[config.mk]
export PLATFORM = sky130hd
export DESIGN_NAME = debounced_interlock_controller_top_flat
export DESIGN_NICKNAME = d
export VERILOG_FILES = /design/src/hdl/dic_pkg.sv /design/src/hdl/dic_if.sv /design/src/hdl/dic_lane.sv /design/src/hdl/dic_merge.sv /design/src/hdl/debounced_interlock_controller_top.sv /design/src/flat_wrapper.sv
export SDC_FILE = /design/constraint.sdc
export NUM_CORES = 1
export LEC_CHECK = 0
export BUFFER_PORTS_ARGS = -buffer_cell sky130_fd_sc_hd__buf_2
export CAP_MARGIN = 20
export CORE_MARGIN = 2
export CORE_UTILIZATION = 64
export CTS_CLUSTER_DIAMETER = 200
export DETAILED_ROUTE_END_ITERATION = 16
export PLACE_DENSITY = 0.89
export SKIP_CTS_REPAIR_TIMING = 1
export SYNTH_ARGS = -nofsm -noshare
export SYNTH_HDL_FRONTEND = slang
export SYNTH_SLANG_ARGS = --single-unit
[constraint.sdc]
create_clock -name clk -period 5 [get_ports clk]
set_input_delay 0.25 -clock clk [delete_from_list [all_inputs] [get_ports clk]]
set_output_delay 0.25 -clock clk [all_outputs]
set_load 0.05 [all_outputs]
[src/hdl/dic_pkg.sv]
// ----------------------------------------------------------------------------
// dic_pkg
// Shared types and constants for the debounced interlock controller.
// ----------------------------------------------------------------------------
package dic_pkg;

	// number of sensor lanes, 1 to 16
	localparam int unsigned SENSOR_COUNT = 4;

	// fixed widths of the poll and result fields
	localparam int unsigned FIELD_W    = 4;
	localparam int unsigned TIME_W     = 32;
	localparam int unsigned DEBOUNCE_W = 16;

	localparam logic [DEBOUNCE_W-1:0] DEBOUNCE_RESET = DEBOUNCE_W'(20);

	typedef logic [TIME_W-1:0]       time_t;
	typedef logic [DEBOUNCE_W-1:0]   debounce_t;
	typedef logic [FIELD_W-1:0]      field_t;
	typedef logic [SENSOR_COUNT-1:0] lane_vec_t;

	// one poll of the pins
	typedef struct packed {
		field_t sensor_pins;
		logic   remote_stop_pin;
		logic   trip_pin;
		logic   reset_request;
		logic   motor_request;
		time_t  now_ms;
	} poll_t;

	// one result of a poll
	typedef struct packed {
		field_t stable_sensors;
		field_t valve_pins;
		logic   motor_pin;
		logic   fault_active;
		logic   remote_stop_seen;
		logic   trip_seen;
	} result_t;

	// interlock request bits handed from the top to the merging stage
	typedef struct packed {
		logic stop_seen;
		logic trip_seen;
		logic reset_request;
		logic motor_request;
	} ilk_req_t;

endpackage

[src/hdl/dic_if.sv]
// ----------------------------------------------------------------------------
// dic_if
// Valid/ready channels for poll items and result items.
// ----------------------------------------------------------------------------
interface dic_poll_if;
	import dic_pkg::*;

	logic  valid;
	logic  ready;
	poll_t data;

	modport source (output valid, output data, input ready);
	modport sink (input valid, input data, output ready);
endinterface

interface dic_result_if;
	import dic_pkg::*;

	logic    valid;
	logic    ready;
	result_t data;

	modport source (output valid, output data, input ready);
	modport sink (input valid, input data, output ready);
endinterface

[src/hdl/dic_lane.sv]
// ----------------------------------------------------------------------------
// dic_lane
// One sensor debounce lane: change stamp, previous raw level, settled level.
// ----------------------------------------------------------------------------
module dic_lane (
	input  logic                clk,
	input  logic                arst_n,
	input  logic                en,
	input  logic                raw,
	input  dic_pkg::time_t      now_ms,
	input  dic_pkg::debounce_t  debounce_ms,
	output logic                settled
);
	import dic_pkg::*;

	time_t stamp_q;
	logic  prev_q;
	logic  settled_q;
	logic  changed;
	time_t elapsed;
	logic  expired;

	// a fresh change restarts the hold time at zero
	assign changed = raw != prev_q;
	assign elapsed = changed ? '0 : (now_ms - stamp_q);
	assign expired = elapsed > TIME_W'(debounce_ms);
	assign settled = expired ? raw : settled_q;

	// lane state, updated on each poll transfer
	always_ff @(posedge clk or negedge arst_n) begin
		if (!arst_n) begin
			stamp_q   <= '0;
			prev_q    <= 1'b0;
			settled_q <= 1'b0;
		end else if (en) begin
			if (changed) begin
				stamp_q <= now_ms;
			end
			prev_q    <= raw;
			settled_q <= settled;
		end
	end

endmodule

[src/hdl/dic_merge.sv]
// ----------------------------------------------------------------------------
// dic_merge
// Combines lane levels with the fault latch into one result item.
// ----------------------------------------------------------------------------
module dic_merge (
	input  logic                clk,
	input  logic                arst_n,
	input  logic                en,
	input  dic_pkg::lane_vec_t  lanes,
	input  dic_pkg::ilk_req_t   req,
	output dic_pkg::result_t    result
);
	import dic_pkg::*;

	logic                             fault_q;
	logic                             fault_d;
	logic [SENSOR_COUNT+FIELD_W-1:0]  lanes_ext;
	field_t                           stable;

	// stop or trip wins over a reset request
	always_comb begin
		fault_d = fault_q;
		if (req.stop_seen || req.trip_seen) begin
			fault_d = 1'b1;
		end else if (fault_q && req.reset_request) begin
			fault_d = 1'b0;
		end
	end

	always_ff @(posedge clk or negedge arst_n) begin
		if (!arst_n) begin
			fault_q <= 1'b0;
		end else if (en) begin
			fault_q <= fault_d;
		end
	end

	// lanes past the field are dropped, missing lanes read inactive
	assign lanes_ext = {FIELD_W'(0), lanes};
	assign stable    = lanes_ext[FIELD_W-1:0];

	// drives are active low and all off during a fault
	always_comb begin
		result.stable_sensors   = stable;
		result.fault_active     = fault_d;
		result.remote_stop_seen = req.stop_seen;
		result.trip_seen        = req.trip_seen;
		if (fault_d) begin
			result.valve_pins = '1;
			result.motor_pin  = 1'b1;
		end else begin
			result.valve_pins = ~stable;
			result.motor_pin  = ~req.motor_request;
		end
	end

endmodule

[src/hdl/debounced_interlock_controller_top.sv]
// ----------------------------------------------------------------------------
// debounced_interlock_controller_top
// Per-sensor debounce lanes with a latched stop/trip interlock.
//
// channel   dir  handshake      payload
// poll      in   valid/ready    dic_pkg::poll_t
// result    out  valid/ready    dic_pkg::result_t
// cfg       in   cfg_we         cfg_wdata = debounce_ms
//
// one poll per cycle unless a result stalls; each result appears in the
// cycle after its transfer, held in a single output register.
// lane and fault state update at the poll transfer, so the next poll
// may follow at once; the lane subtract and compare set the path.
// arst_n clears lanes, fault latch and output valid; debounce_ms resets to 20.
// a stalled result holds poll ready low until the result register frees.
// ----------------------------------------------------------------------------
module debounced_interlock_controller_top (
	input  logic               clk,
	input  logic               arst_n,
	dic_poll_if.sink           poll,
	dic_result_if.source       result,
	input  logic               cfg_we,
	input  dic_pkg::debounce_t cfg_wdata
);
	import dic_pkg::*;

	debounce_t                        debounce_q;
	logic                             take;
	logic [SENSOR_COUNT+FIELD_W-1:0]  pins_ext;
	lane_vec_t                        lanes;
	ilk_req_t                         req;
	result_t                          merged;
	result_t                          data_s1;
	logic                             valid_s1;

	// configuration register
	always_ff @(posedge clk or negedge arst_n) begin
		if (!arst_n) begin
			debounce_q <= DEBOUNCE_RESET;
		end else if (cfg_we) begin
			debounce_q <= cfg_wdata;
		end
	end

	// accept while the result register is empty or draining
	assign poll.ready = !valid_s1 || result.ready;
	assign take       = poll.valid && poll.ready;

	// pin bits beyond the field read 0, so their inverted lanes see level 1
	assign pins_ext = {SENSOR_COUNT'(0), poll.data.sensor_pins};

	for (genvar i = 0; i < SENSOR_COUNT; i++) begin : g_lane
		dic_lane u_lane (
			.clk         (clk),
			.arst_n      (arst_n),
			.en          (take),
			.raw         (~pins_ext[i]),
			.now_ms      (poll.data.now_ms),
			.debounce_ms (debounce_q),
			.settled     (lanes[i])
		);
	end

	assign req.stop_seen     = poll.data.remote_stop_pin;
	assign req.trip_seen     = ~poll.data.trip_pin;
	assign req.reset_request = poll.data.reset_request;
	assign req.motor_request = poll.data.motor_request;

	dic_merge u_merge (
		.clk    (clk),
		.arst_n (arst_n),
		.en     (take),
		.lanes  (lanes),
		.req    (req),
		.result (merged)
	);

	// output register
	always_ff @(posedge clk or negedge arst_n) begin
		if (!arst_n) begin
			valid_s1 <= 1'b0;
		end else if (poll.ready) begin
			valid_s1 <= poll.valid;
		end
	end

	always_ff @(posedge clk) begin
		if (take) begin
			data_s1 <= merged;
		end
	end

	assign result.valid = valid_s1;
	assign result.data  = data_s1;

endmodule

[src/flat_wrapper.sv]
// flat-port wrapper written by rule: the top's interface ports become plain ports
module debounced_interlock_controller_top_flat import dic_pkg::*;
  (clk, arst_n, cfg_we, cfg_wdata, poll_valid, poll_data, poll_ready, result_valid, result_data, result_ready);
  dic_poll_if poll_i ();
  dic_result_if result_i ();
  input  logic clk;
  input  logic arst_n;
  input  logic cfg_we;
  input  dic_pkg::debounce_t cfg_wdata;
  input wire logic [$bits(poll_i.valid)-1:0] poll_valid;
  input wire logic [$bits(poll_i.data)-1:0] poll_data;
  output wire logic [$bits(poll_i.ready)-1:0] poll_ready;
  output wire logic [$bits(result_i.valid)-1:0] result_valid;
  output wire logic [$bits(result_i.data)-1:0] result_data;
  input wire logic [$bits(result_i.ready)-1:0] result_ready;
  assign poll_i.valid = poll_valid;
  assign poll_i.data = poll_data;
  assign poll_ready = poll_i.ready;
  assign result_valid = result_i.valid;
  assign result_data = result_i.data;
  assign result_i.ready = result_ready;
  debounced_interlock_controller_top u_core (.clk(clk), .arst_n(arst_n), .poll(poll_i), .result(result_i), .cfg_we(cfg_we), .cfg_wdata(cfg_wdata));
endmodule
==> results_dict.tcl, run 1 <==
set metrics [dict create \
    clock-root-buffer "clkbuf_16" \
    yosysWarnings 0 \
    cts_tree "done" \
    fin_ws_ns -0.0626 \
    rrSetupSlack_ns -0.06 \
    crit_chain "ha_2 > fa_2 > nor2b_4 > o31a_1 > buf_4 > o21ai_0 > nand2b_1 > xnor2_1 > nor2_1 > ha_1 > a21oi_1 > nor2b_1 > o31a_1 > o41ai_4 > nand4b_1 > nor4_2 > nand4_1 > a2111oi_4 > buf_4 > a311oi_2 > a2111o_1" \
    cap_violations 0 \
    numCtsBuffers 17 \
    synth_edf_count 12 \
    rows 57 \
    r2r-start "u_core.g_lane[3].u_lane.stamp_q[0]" \
    num-fill-cells 1846 \
    slowest_stage "a2111o_1" \
    max_slew.worst_pin.slew_ns 0.865 \
    clk_pin_slew_worst_paths_ns 0.08 \
    max_stage_delay_ns 0.42 \
    cp-end-kind "flip-flop" \
    arrival_ns 5.24 \
    synthToLayoutAreaGrowth_pct 9.85 \
    worstSetupPathType "flip-flop to flip-flop" \
    cts.sinks 166 \
    p_leak_nw 8.22 \
    drc_errors 0 \
    reg2reg_depth 21 \
    reg2reg_to "u_core.result.data[7]" \
    ant_nets 0 \
    ys_seq_area_share_pct 26.4 \
    finalPower_w 0.00903 \
    coreArea_mm2 0.0244 \
    ys.flop_type "dfrtp_1" \
    startpoint "u_core.g_lane[3].u_lane.stamp_q[0]" \
    die_h_um 162 \
    final.setup_skew_ns 0.0173 \
    rsz0062_at_grt "true" \
    grt_usage_pct 34.2 \
    routed_via_density 6.51 \
    crit_fanout 4 \
    post-route-period-util_pct 101 \
    dieArea_mm2 0.0262 \
    drv_slew 0 \
    h-tree-depth 4 \
    synth_cell_type_count 88 \
    netlist_instances 1899 \
    syn_nets 2152 \
    nets 2231 \
    antenna_found_initial 1 \
    outcome "complete, but fails checks" \
    io_buffers 74 \
    first_iter_violations 1466 \
    powerDensity_mw_per_mm2 515 \
    ys_async_sr_fraction_pct 92.8 \
    violations "negative setup slack" \
    min_period_ns 5.06 \
    required_ns 5.18 \
    ctsLongestPathBuffers 2 \
    hold_path_class "primary input to flip-flop" \
    ys_seq_elements 166 \
    ios 75 \
    layout-drive-gt1-share_pct 16.4 \
    finalHoldViolCount 0 \
    cp-endpoint "u_core.result.data[7]" \
    start_kind "flip-flop" \
    finalSetupViolCount 1 \
    seq_area_mm2 0.00422 \
    avgSynthCellArea_um2 8.40 \
    dp_hpwl_um 34400 \
    slew-limit-headroom_pct 40.8 \
    dr.pass1.iters 6 \
    synth_area_mm2 0.0160 \
    grt_pass1_vias 14500 \
    grt_pass1_wl_um 72700 \
    grt_max_degree 65 \
    drt-total-wl_um 45400 \
    setup-tns-final_ns -0.0626 \
    dr_total_vias 15100 \
    fmax_mhz 198 \
    multi_input_area_mm2 0.0109 \
    gp_congestion 0.947 \
    initial_core_util_pct 65.4 \
    hold_path_depth 3 \
    clock_latency_ns 0.44 \
    post-route-util_pct 71.9 \
    overflow 0 \
    die_x_um 162 \
    vdd_ir_drop_max_v 0.000290 \
    routedWlPerCell_um 19.6 \
]
-- cells in the mapped netlist (38+ instances only) --
library cell / instances / share of area, %
a21o_1: 54 / 2.5
a21oi_1: 169 / 5.3
clkbuf_1: 56 / 1.3
dfrtp_1: 152 / 24
ha_1: 188 / 15
inv_1: 180 / 4.2
mux2_2: 121 / 8.5
nand2_1: 154 / 3.6
nand3_1: 38 / 1.2
nand4_1: 41 / 1.6
nor2_1: 146 / 3.4
nor3_1: 40 / 1.3
o21ai_0: 111 / 3.5
xnor2_1: 50 / 2.7
-- worst min path at each step --
stage	to	slack [ns]	start
floorplan	u_core.debounce_q[0]	-0.05	arst_n
global placement	u_core.g_lane[2].u_lane.stamp_q[12]	0.19	arst_n
detailed placement	u_core.g_lane[2].u_lane.stamp_q[12]	0.19	arst_n
CTS	u_core.g_lane[2].u_lane.stamp_q[12]	-0.27	arst_n
global route	u_core.debounce_q[13]	0.03	cfg_wdata[13]
finish	u_core.debounce_q[3]	0.01	cfg_wdata[3]
-- layout make-up --
type,instances,share of cell area (%)
diodes,1,0.0143
clock buffers,21,2.63
clock inverters,11,0.649
inverters,180,3.85
multi-input cells,1491,62.2
flip-flops and latches,166,24.1
well taps,324,2.31
repair buffers,122,4.25
-- layer usage --
| metal | vias up | track usage (%) | wire length [µm] |
|---|---|---|---|
| met5 | - | 0 | 0 |
| met4 | 0 | 12.3 | 1500 |
| met3 | 127 | 5.52 | 3740 |
| met2 | 712 | 57.8 | 21500 |
| met1 | 7235 | 44.5 | 18600 |
| li1 | 7008 | - | - |
-- worst max-delay path, delay by kind of cell, from the launching register on --
| family | cells | cell delay, ns |
|---|---|---|
| AND/OR/NAND/NOR | 7 | 0.98 |
| AO/OA/AOI/OAI | 8 | 2.18 |
| XOR/XNOR | 1 | 0.17 |
| flip-flops | 1 | 0.35 |
| adder cells (fa/ha/maj) | 3 | 0.73 |
| buffers and inverters | 2 | 0.37 |
-- metrics by stage --
step | hold slack [ns] | setup slack (ns) | instances | area (µm²)
after floorplan | -0.0456 | 0.413 | 1899 | 16000
after global placement | 0.187 | 0.0404 | 2280 | 16800
after detailed placement | 0.190 | -0.195 | 2280 | 16800
after CTS | -0.273 | -0.0986 | 2312 | 17400
after global routing | 0.0279 | -0.217 | 2315 | 17500
final | 0.00950 | -0.0626 | 2316 | 17500
-- power by group --
group	switching, W	leakage (nW)	internal [W]	total (W)
Combinational	0.00339	6.02	0.00238	0.00576
Sequential	0.000199	1.92	0.00172	0.00192
Clock	0.000622	0.273	0.000724	0.00135
Total	0.00421	8.22	0.00482	0.00903
-- registers in the layout, indices dropped and copies added, names as in the netlist --
name / cells
u_core.u_merge.fault_q: 1
u_core.result.data: 12
u_core.g_lane.u_lane.stamp_q: 128
u_core.g_lane.u_lane.prev_q: 4
u_core.g_lane.u_lane.settled_q: 4
u_core.result.valid: 1
u_core.debounce_q: 16
-- layout by cell type (no fill, tap or decap), types with 7 or more instances in the layout --
cell type,count
o31ai_1,8
o21a_1,20
clkbuf_16,17
xor2_1,32
or2_2,11
o31a_1,8
nand3_1,38
mux2_2,121
nand2b_1,17
nor2_1,144
dfrtp_1,152
a21o_1,54
mux2i_1,13
and3_1,12
nor3b_1,7
inv_1,180
a211oi_1,30
and2_1,8
nor4_1,10
o21bai_1,19
buf_4,45
edfxtp_1,12
xnor2_1,50
o211ai_1,17
ha_1,187
a31oi_1,19
nand4_1,41
nor3_1,40
nor2b_1,26
buf_2,73
o21ai_0,106
a21oi_1,165
nand2_1,154
-- kinds of logic (layout without fill, tap and decap cells) --
kind of cell | count (synthesis) | in the layout | share of synthesized area, %
compound gates | 537 | 537 | 21.9
other cells | 0 | 1 | 0
simple gates | 545 | 545 | 16.6
fa+ha+maj | 192 | 192 | 15.2
xor+xnor | 82 | 82 | 4.50
buf+inv | 242 | 334 | 5.92
mux | 135 | 135 | 9.45
flops | 166 | 166 | 26.4
No activity file was read; power rests on OpenSTA's default activity.
==> run 2, diff against run 1 <==
--- a/config.mk
+++ b/config.mk
@@ -11,7 +11,7 @@
 export CORE_UTILIZATION = 64
 export CTS_CLUSTER_DIAMETER = 200
 export DETAILED_ROUTE_END_ITERATION = 16
-export PLACE_DENSITY = 0.89
+export PLACE_DENSITY = 0.83
 export SKIP_CTS_REPAIR_TIMING = 1
 export SYNTH_ARGS = -nofsm -noshare
 export SYNTH_HDL_FRONTEND = slang
==> run 2 against run 1 <==
  * The run ends with negative hold slack left
  * Sequential share of layout area is 0.18 points higher
  * First-iteration DRC count shrank 16%
  * Global-route usage increased by 0.056 points
  * Maximum frequency is 3.7% higher
  * Largest cell class unchanged
==> results_dict.tcl, run 2 (synthesis gave the netlist of run 1 again) <==
set metrics [dict create \
    outcome "complete, but fails checks" \
    violations "negative hold slack" \
    max_slew.worst_pin.slew_ns 0.997 \
    overflow 0 \
    h-tree-depth 4 \
    drv_slew 0 \
    drc_errors 0 \
    crit_fanout 3 \
    io_buffers 74 \
    ant_nets 0 \
    worstSetupPathType "flip-flop to flip-flop" \
    final_common_cell "ha_1" \
    post-route-period-util_pct 97.7 \
    slowest_stage "dfrtp_1" \
    grt_pass1_wl_um 71500 \
    reg2reg_to "u_core.result.data[7]" \
    initial_core_util_pct 65.4 \
    powerDensity_mw_per_mm2 507 \
    arrival_ns 5.07 \
    clock_latency_ns 0.45 \
    grt_max_degree 97 \
    clk_pin_slew_worst_paths_ns 0.07 \
    finalHoldViolCount 83 \
    dp_cells 2266 \
    grt_pass1_vias 14100 \
    dieArea_mm2 0.0262 \
    cp-end-kind "flip-flop" \
    final.setup_skew_ns 0.0181 \
    gp_congestion 0.990 \
    rsz0062_at_grt "true" \
    coreArea_mm2 0.0244 \
    slew-limit-headroom_pct 33.4 \
    finalNonFillerCells 2304 \
    nets 2219 \
    grt_usage_pct 34.3 \
    num-fill-cells 1972 \
    regMostFlops "u_core.g_lane.u_lane.stamp_q" \
    start_kind "flip-flop" \
    setup-tns-final_ns 0 \
    first_iter_violations 1236 \
    antenna_found_initial 1 \
    cts_tree "done" \
    finalInstanceArea_mm2 0.0174 \
    fmax_mhz 205 \
    drt-total-wl_um 44700 \
    finalSetupViolCount 0 \
    finalPower_w 0.00882 \
    die_x_um 162 \
    hold_path_class "primary input to async pin" \
    multi_input_area_mm2 0.0109 \
    cts.sinks 166 \
    numCtsBuffers 17 \
    max_stage_delay_ns 0.38 \
    synthToLayoutAreaGrowth_pct 9.02 \
    crit_chain "ha_2 > fa_2 > nor2b_4 > o31a_1 > o32ai_4 > o21ai_2 > a21o_1 > a211oi_1 > nor3_1 > ha_1 > nand4_1 > nor2_2 > o31a_1 > o41ai_2 > buf_4 > nand4b_1 > nor4_2 > nand4_1 > a2111oi_4 > a311oi_1 > a2111o_1" \
    place_area_mm2 0.0167 \
    dr.pass1.iters 6 \
    seq_area_mm2 0.00422 \
    layout-drive-gt1-share_pct 15.8 \
    rrSetupSlack_ns 0.12 \
    final_cell_mix "186 x ha_1, 179 x inv_1, 167 x a21oi_1" \
    crit_family "compound AO/OA/AOI/OAI gates" \
    reg2reg_depth 21 \
    p_leak_nw 8.14 \
    r2r-start "u_core.g_lane[3].u_lane.stamp_q[0]" \
    ctsLongestPathBuffers 2 \
    dr_total_vias 14800 \
    die_h_um 162 \
    clock-root-buffer "clkbuf_16" \
    dp_hpwl_um 34300 \
    routed_via_density 6.42 \
    routedWlPerCell_um 19.4 \
    hold_slack_ns -0.0798 \
    required_ns 5.19 \
    min_period_ns 4.88 \
    ios 75 \
    vdd_ir_drop_max_v 0.000292 \
    largest_reg_flops 128 \
    rows 57 \
    cap_violations 0 \
    path_buf_inv 1 \
]
-- run 2: cell count changes in the layout (fill, tap and decap cells not counted), sizes merged --
cell and change:
inv -1, dlygate4sd3 -2, clkinvlp +2, clkinv +1, clkbuf -2, buf -10
-- run 2: through the flow --
step | utilization [%] | setup slack, ns
3_3_place_gp | 68.5 | 0.0894
4_1_cts | 70.8 | -0.0468
6_report | 71.3 | 0.117
3_5_place_dp | 68.5 | -0.0629
2_1_floorplan | - | 0.413
5_1_grt | 71.3 | -0.204
-- run 2: final cells by class --
type | count | share of cell area [%]
Antenna cell | 1 | 0.0144
Clock buffer | 19 | 2.55
Clock inverter | 13 | 0.719
Inverter | 180 | 3.88
Multi-Input combinational cell | 1491 | 62.5
Sequential cell | 166 | 24.2
Tap cell | 324 | 2.33
Timing Repair Buffer | 110 | 3.74
-- run 2: how the worst max path moves through the flow --
stage / start / to / slack (ns) / cells past startpoint
after floorplan: poll_data[0] / u_core.result.data[7] / 0.41 / 21
after global placement: poll_data[0] / u_core.result.data[7] / 0.09 / 23
after detailed placement: poll_data[0] / u_core.result.data[7] / -0.06 / 23
after CTS: u_core.g_lane[3].u_lane.stamp_q[0] / u_core.result.data[7] / -0.05 / 23
after global routing: u_core.g_lane[3].u_lane.stamp_q[0] / u_core.result.data[7] / -0.20 / 23
final: u_core.g_lane[3].u_lane.stamp_q[0] / u_core.result.data[7] / 0.12 / 21
-- run 2: where the power goes --
part           internal [W]  leakage (nW)  switching, W  total (W)
combinational       0.00234          5.95       0.00325    0.00558
sequential          0.00172          1.92      0.000197    0.00192
clock              0.000706         0.263      0.000607    0.00131
-- run 2: worst reg2reg max path, delay by kind of cell, from the launching register on --
family / cells / cell delay [ns]
fa+ha+maj: 3 / 0.76
compound gates: 10 / 2.51
simple gates: 7 / 0.81
flops: 1 / 0.38
buf+inv: 1 / 0.19
-- run 2: per-layer routing --
layer  track usage [%]  vias up  part of all wire (%)
met5                 0        -                 0.025
met4              15.1        2                   4.1
met3              4.83      124                   7.8
met2              56.5      577                    45
met1              45.0     7063                    43
li1                  -     7019                     -
==> run 3, diff against run 2 <==
--- a/config.mk
+++ b/config.mk
@@ -12,6 +12,7 @@
 export CTS_CLUSTER_DIAMETER = 200
 export DETAILED_ROUTE_END_ITERATION = 16
 export PLACE_DENSITY = 0.83
+export REMOVE_ABC_BUFFERS = 1
 export SKIP_CTS_REPAIR_TIMING = 1
 export SYNTH_ARGS = -nofsm -noshare
 export SYNTH_HDL_FRONTEND = slang
==> run 3 against run 2 <==
  * The flow now finishes without violations
  * Sequential share of layout area down 0.097 points
  * Total power about the same
  * Clock skew down 0.0089 ns
  * Global-route usage down 2.3 points
  * Wire length down 6.4%
  * Maximum frequency up 0.74%
  * Count of clock-buffer cells in the layout unchanged
  * Die area unchanged
  * Sequential cell count unchanged
  * Core utilization up 0.29 points
  * Via count down 1.2%
  * Register-to-register slack better by 0.04 ns
==> results_dict.tcl, run 3 (synthesis gave the netlist of run 1 again) <==
set metrics [dict create \
    crit_chain "ha_2 > fa_2 > nor2b_4 > o31a_1 > o32ai_4 > buf_6 > o21ai_4 > o21ai_2 > nand2b_1 > xnor2_1 > nor2_1 > ha_1 > nand4_1 > nor2_2 > o31a_1 > o41ai_4 > nand4b_1 > nor4_1 > nand4_1 > a2111oi_4 > a311oi_2 > a2111o_1" \
    ctsLongestPathBuffers 2 \
    dieArea_mm2 0.0262 \
    clock_latency_ns 0.44 \
    crit_fanout 3 \
    slew-limit-headroom_pct 41.6 \
    post-route-period-util_pct 97.0 \
    final.setup_skew_ns 0.00927 \
    reg2reg_depth 22 \
    dr.pass1.iters 6 \
    slowest_stage "dfrtp_1" \
    place_area_mm2 0.0167 \
    layout-drive-gt1-share_pct 16.1 \
    cts.sinks 166 \
    overflow 0 \
    largest_reg_flops 128 \
    cts_tree "done" \
    hold_path_class "primary input to flip-flop" \
    p_leak_nw 8.19 \
    ios 75 \
    grt_usage_pct 31.9 \
    synthToLayoutAreaGrowth_pct 9.46 \
    final_cell_mix "186 x ha_1, 179 x inv_1, 165 x a21oi_1" \
    drv_slew 0 \
    gp_congestion 0.934 \
    hold_path_depth 1 \
    final_common_cell "ha_1" \
    clk_pin_slew_worst_paths_ns 0.07 \
    routed_via_density 6.33 \
    dr_total_vias 14600 \
    min_period_ns 4.85 \
    antenna_found_initial 1 \
    ant_nets 0 \
    switching_share_pct 45.1 \
    clock-root-buffer "clkbuf_16" \
    h-tree-depth 4 \
    power_frac_clock_pct 15.4 \
    finalHoldViolCount 0 \
    num-fill-cells 1864 \
    cp-end-kind "flip-flop" \
    die_h_um 162 \
    outcome "finished, final reports clean" \
    first_iter_violations 1209 \
    vdd_ir_drop_max_v 0.000238 \
    seq_power_share_pct 21.7 \
    start_kind "flip-flop" \
    powerDensity_mw_per_mm2 505 \
    combPwrFrac_pct 62.9 \
    required_ns 5.18 \
    regMostFlops "u_core.g_lane.u_lane.stamp_q" \
    p_sw_w 0.00398 \
    nets 2222 \
    intPower_w 0.00484 \
    numCtsBuffers 17 \
    rows 57 \
    max_slew.worst_pin.slew_ns 0.854 \
    arrival_ns 5.03 \
    drc_errors 0 \
    path_buf_inv 1 \
    worstSetupPathType "flip-flop to flip-flop" \
    finalInstanceArea_mm2 0.0175 \
    initial_core_util_pct 65.4 \
    r2r-start "u_core.g_lane[3].u_lane.stamp_q[0]" \
    routedWlPerCell_um 18.1 \
    drt-total-wl_um 41800 \
    grt_pass1_wl_um 67600 \
    grt_pass1_vias 13700 \
    finalSetupViolCount 0 \
    fmax_mhz 206 \
    crit_family "compound AO/OA/AOI/OAI gates" \
    die_x_um 162 \
    max_stage_delay_ns 0.39 \
    setup-tns-final_ns 0 \
    worstHoldEndpoint "u_core.result.data[1]" \
    io_buffers 74 \
    reg2reg_to "u_core.result.data[7]" \
    grt_max_degree 64 \
    coreArea_mm2 0.0244 \
    dp_hpwl_um 32400 \
    rrSetupSlack_ns 0.15 \
    cap_violations 0 \
    min-delay-start "poll_data[35]" \
]
-- run 3: metal layers --
metal,global-route usage [%],share of wire (%),vias up
met3,3.78,6.6,102
met4,9.49,2.8,0
li1,-,-,7026
met1,43.2,44,6947
met5,0,0,-
met2,54.0,47,536
-- run 3: stage by stage --
step	hold WS (ns)	util (%)	setup slack [ns]	std cells	power (W)
floorplan	-0.0456	-	0.388	1837	0.00599
detailed placement	0.263	68.5	-0.0301	2266	0.00723
finish	0.00912	71.6	0.152	2307	0.00881
CTS	-0.203	70.9	0.0123	2298	0.00864
global placement	0.258	68.5	0.0985	2266	0.00704
global route	0.00634	71.6	-0.0549	2306	0.00950
-- run 3: area by class of cell --
| class | instances | area [µm²] | share of cell area (%) |
|---|---|---|---|
| Antenna cell | 1 | 2.50 | 0.0143 |
| Clock buffer | 19 | 453 | 2.59 |
| Clock inverter | 13 | 143 | 0.817 |
| Inverter | 180 | 676 | 3.87 |
| Multi-Input combinational cell | 1491 | 10900 | 62.4 |
| Sequential cell | 166 | 4220 | 24.1 |
| Tap cell | 324 | 405 | 2.32 |
| Timing Repair Buffer | 113 | 676 | 3.87 |
-- run 3: worst max-delay path by stage --
stage | start | endpoint | slack [ns] | cells past startpoint
floorplan | poll_data[0] | u_core.result.data[7] | 0.39 | 21
global placement | poll_data[1] | u_core.result.data[9] | 0.1 | 22
detailed placement | poll_data[0] | u_core.result.data[7] | -0.03 | 23
CTS | u_core.g_lane[3].u_lane.stamp_q[0] | u_core.result.data[7] | 0.01 | 21
global route | u_core.g_lane[3].u_lane.stamp_q[0] | u_core.result.data[7] | -0.05 | 22
finish | u_core.g_lane[3].u_lane.stamp_q[0] | u_core.result.data[7] | 0.15 | 22
-- run 3: worst register-to-register path: cells and delay by family, from the launching register on --
family	cells	cell delay, ns
fa+ha+maj	3	0.85
simple gates	8	1.12
compound gates	9	1.99
xor+xnor	1	0.11
buf+inv	1	0.14
flops	1	0.39
-- run 3: power by group through the flow --
stage               clock network [W]  logic, W  registers (W)
global route                  0.00143   0.00612        0.00195
global placement                    0   0.00514        0.00191
CTS                           0.00137   0.00536        0.00191
floorplan                           0   0.00407        0.00191
detailed placement                  0   0.00530        0.00193
finish                        0.00136   0.00554        0.00191
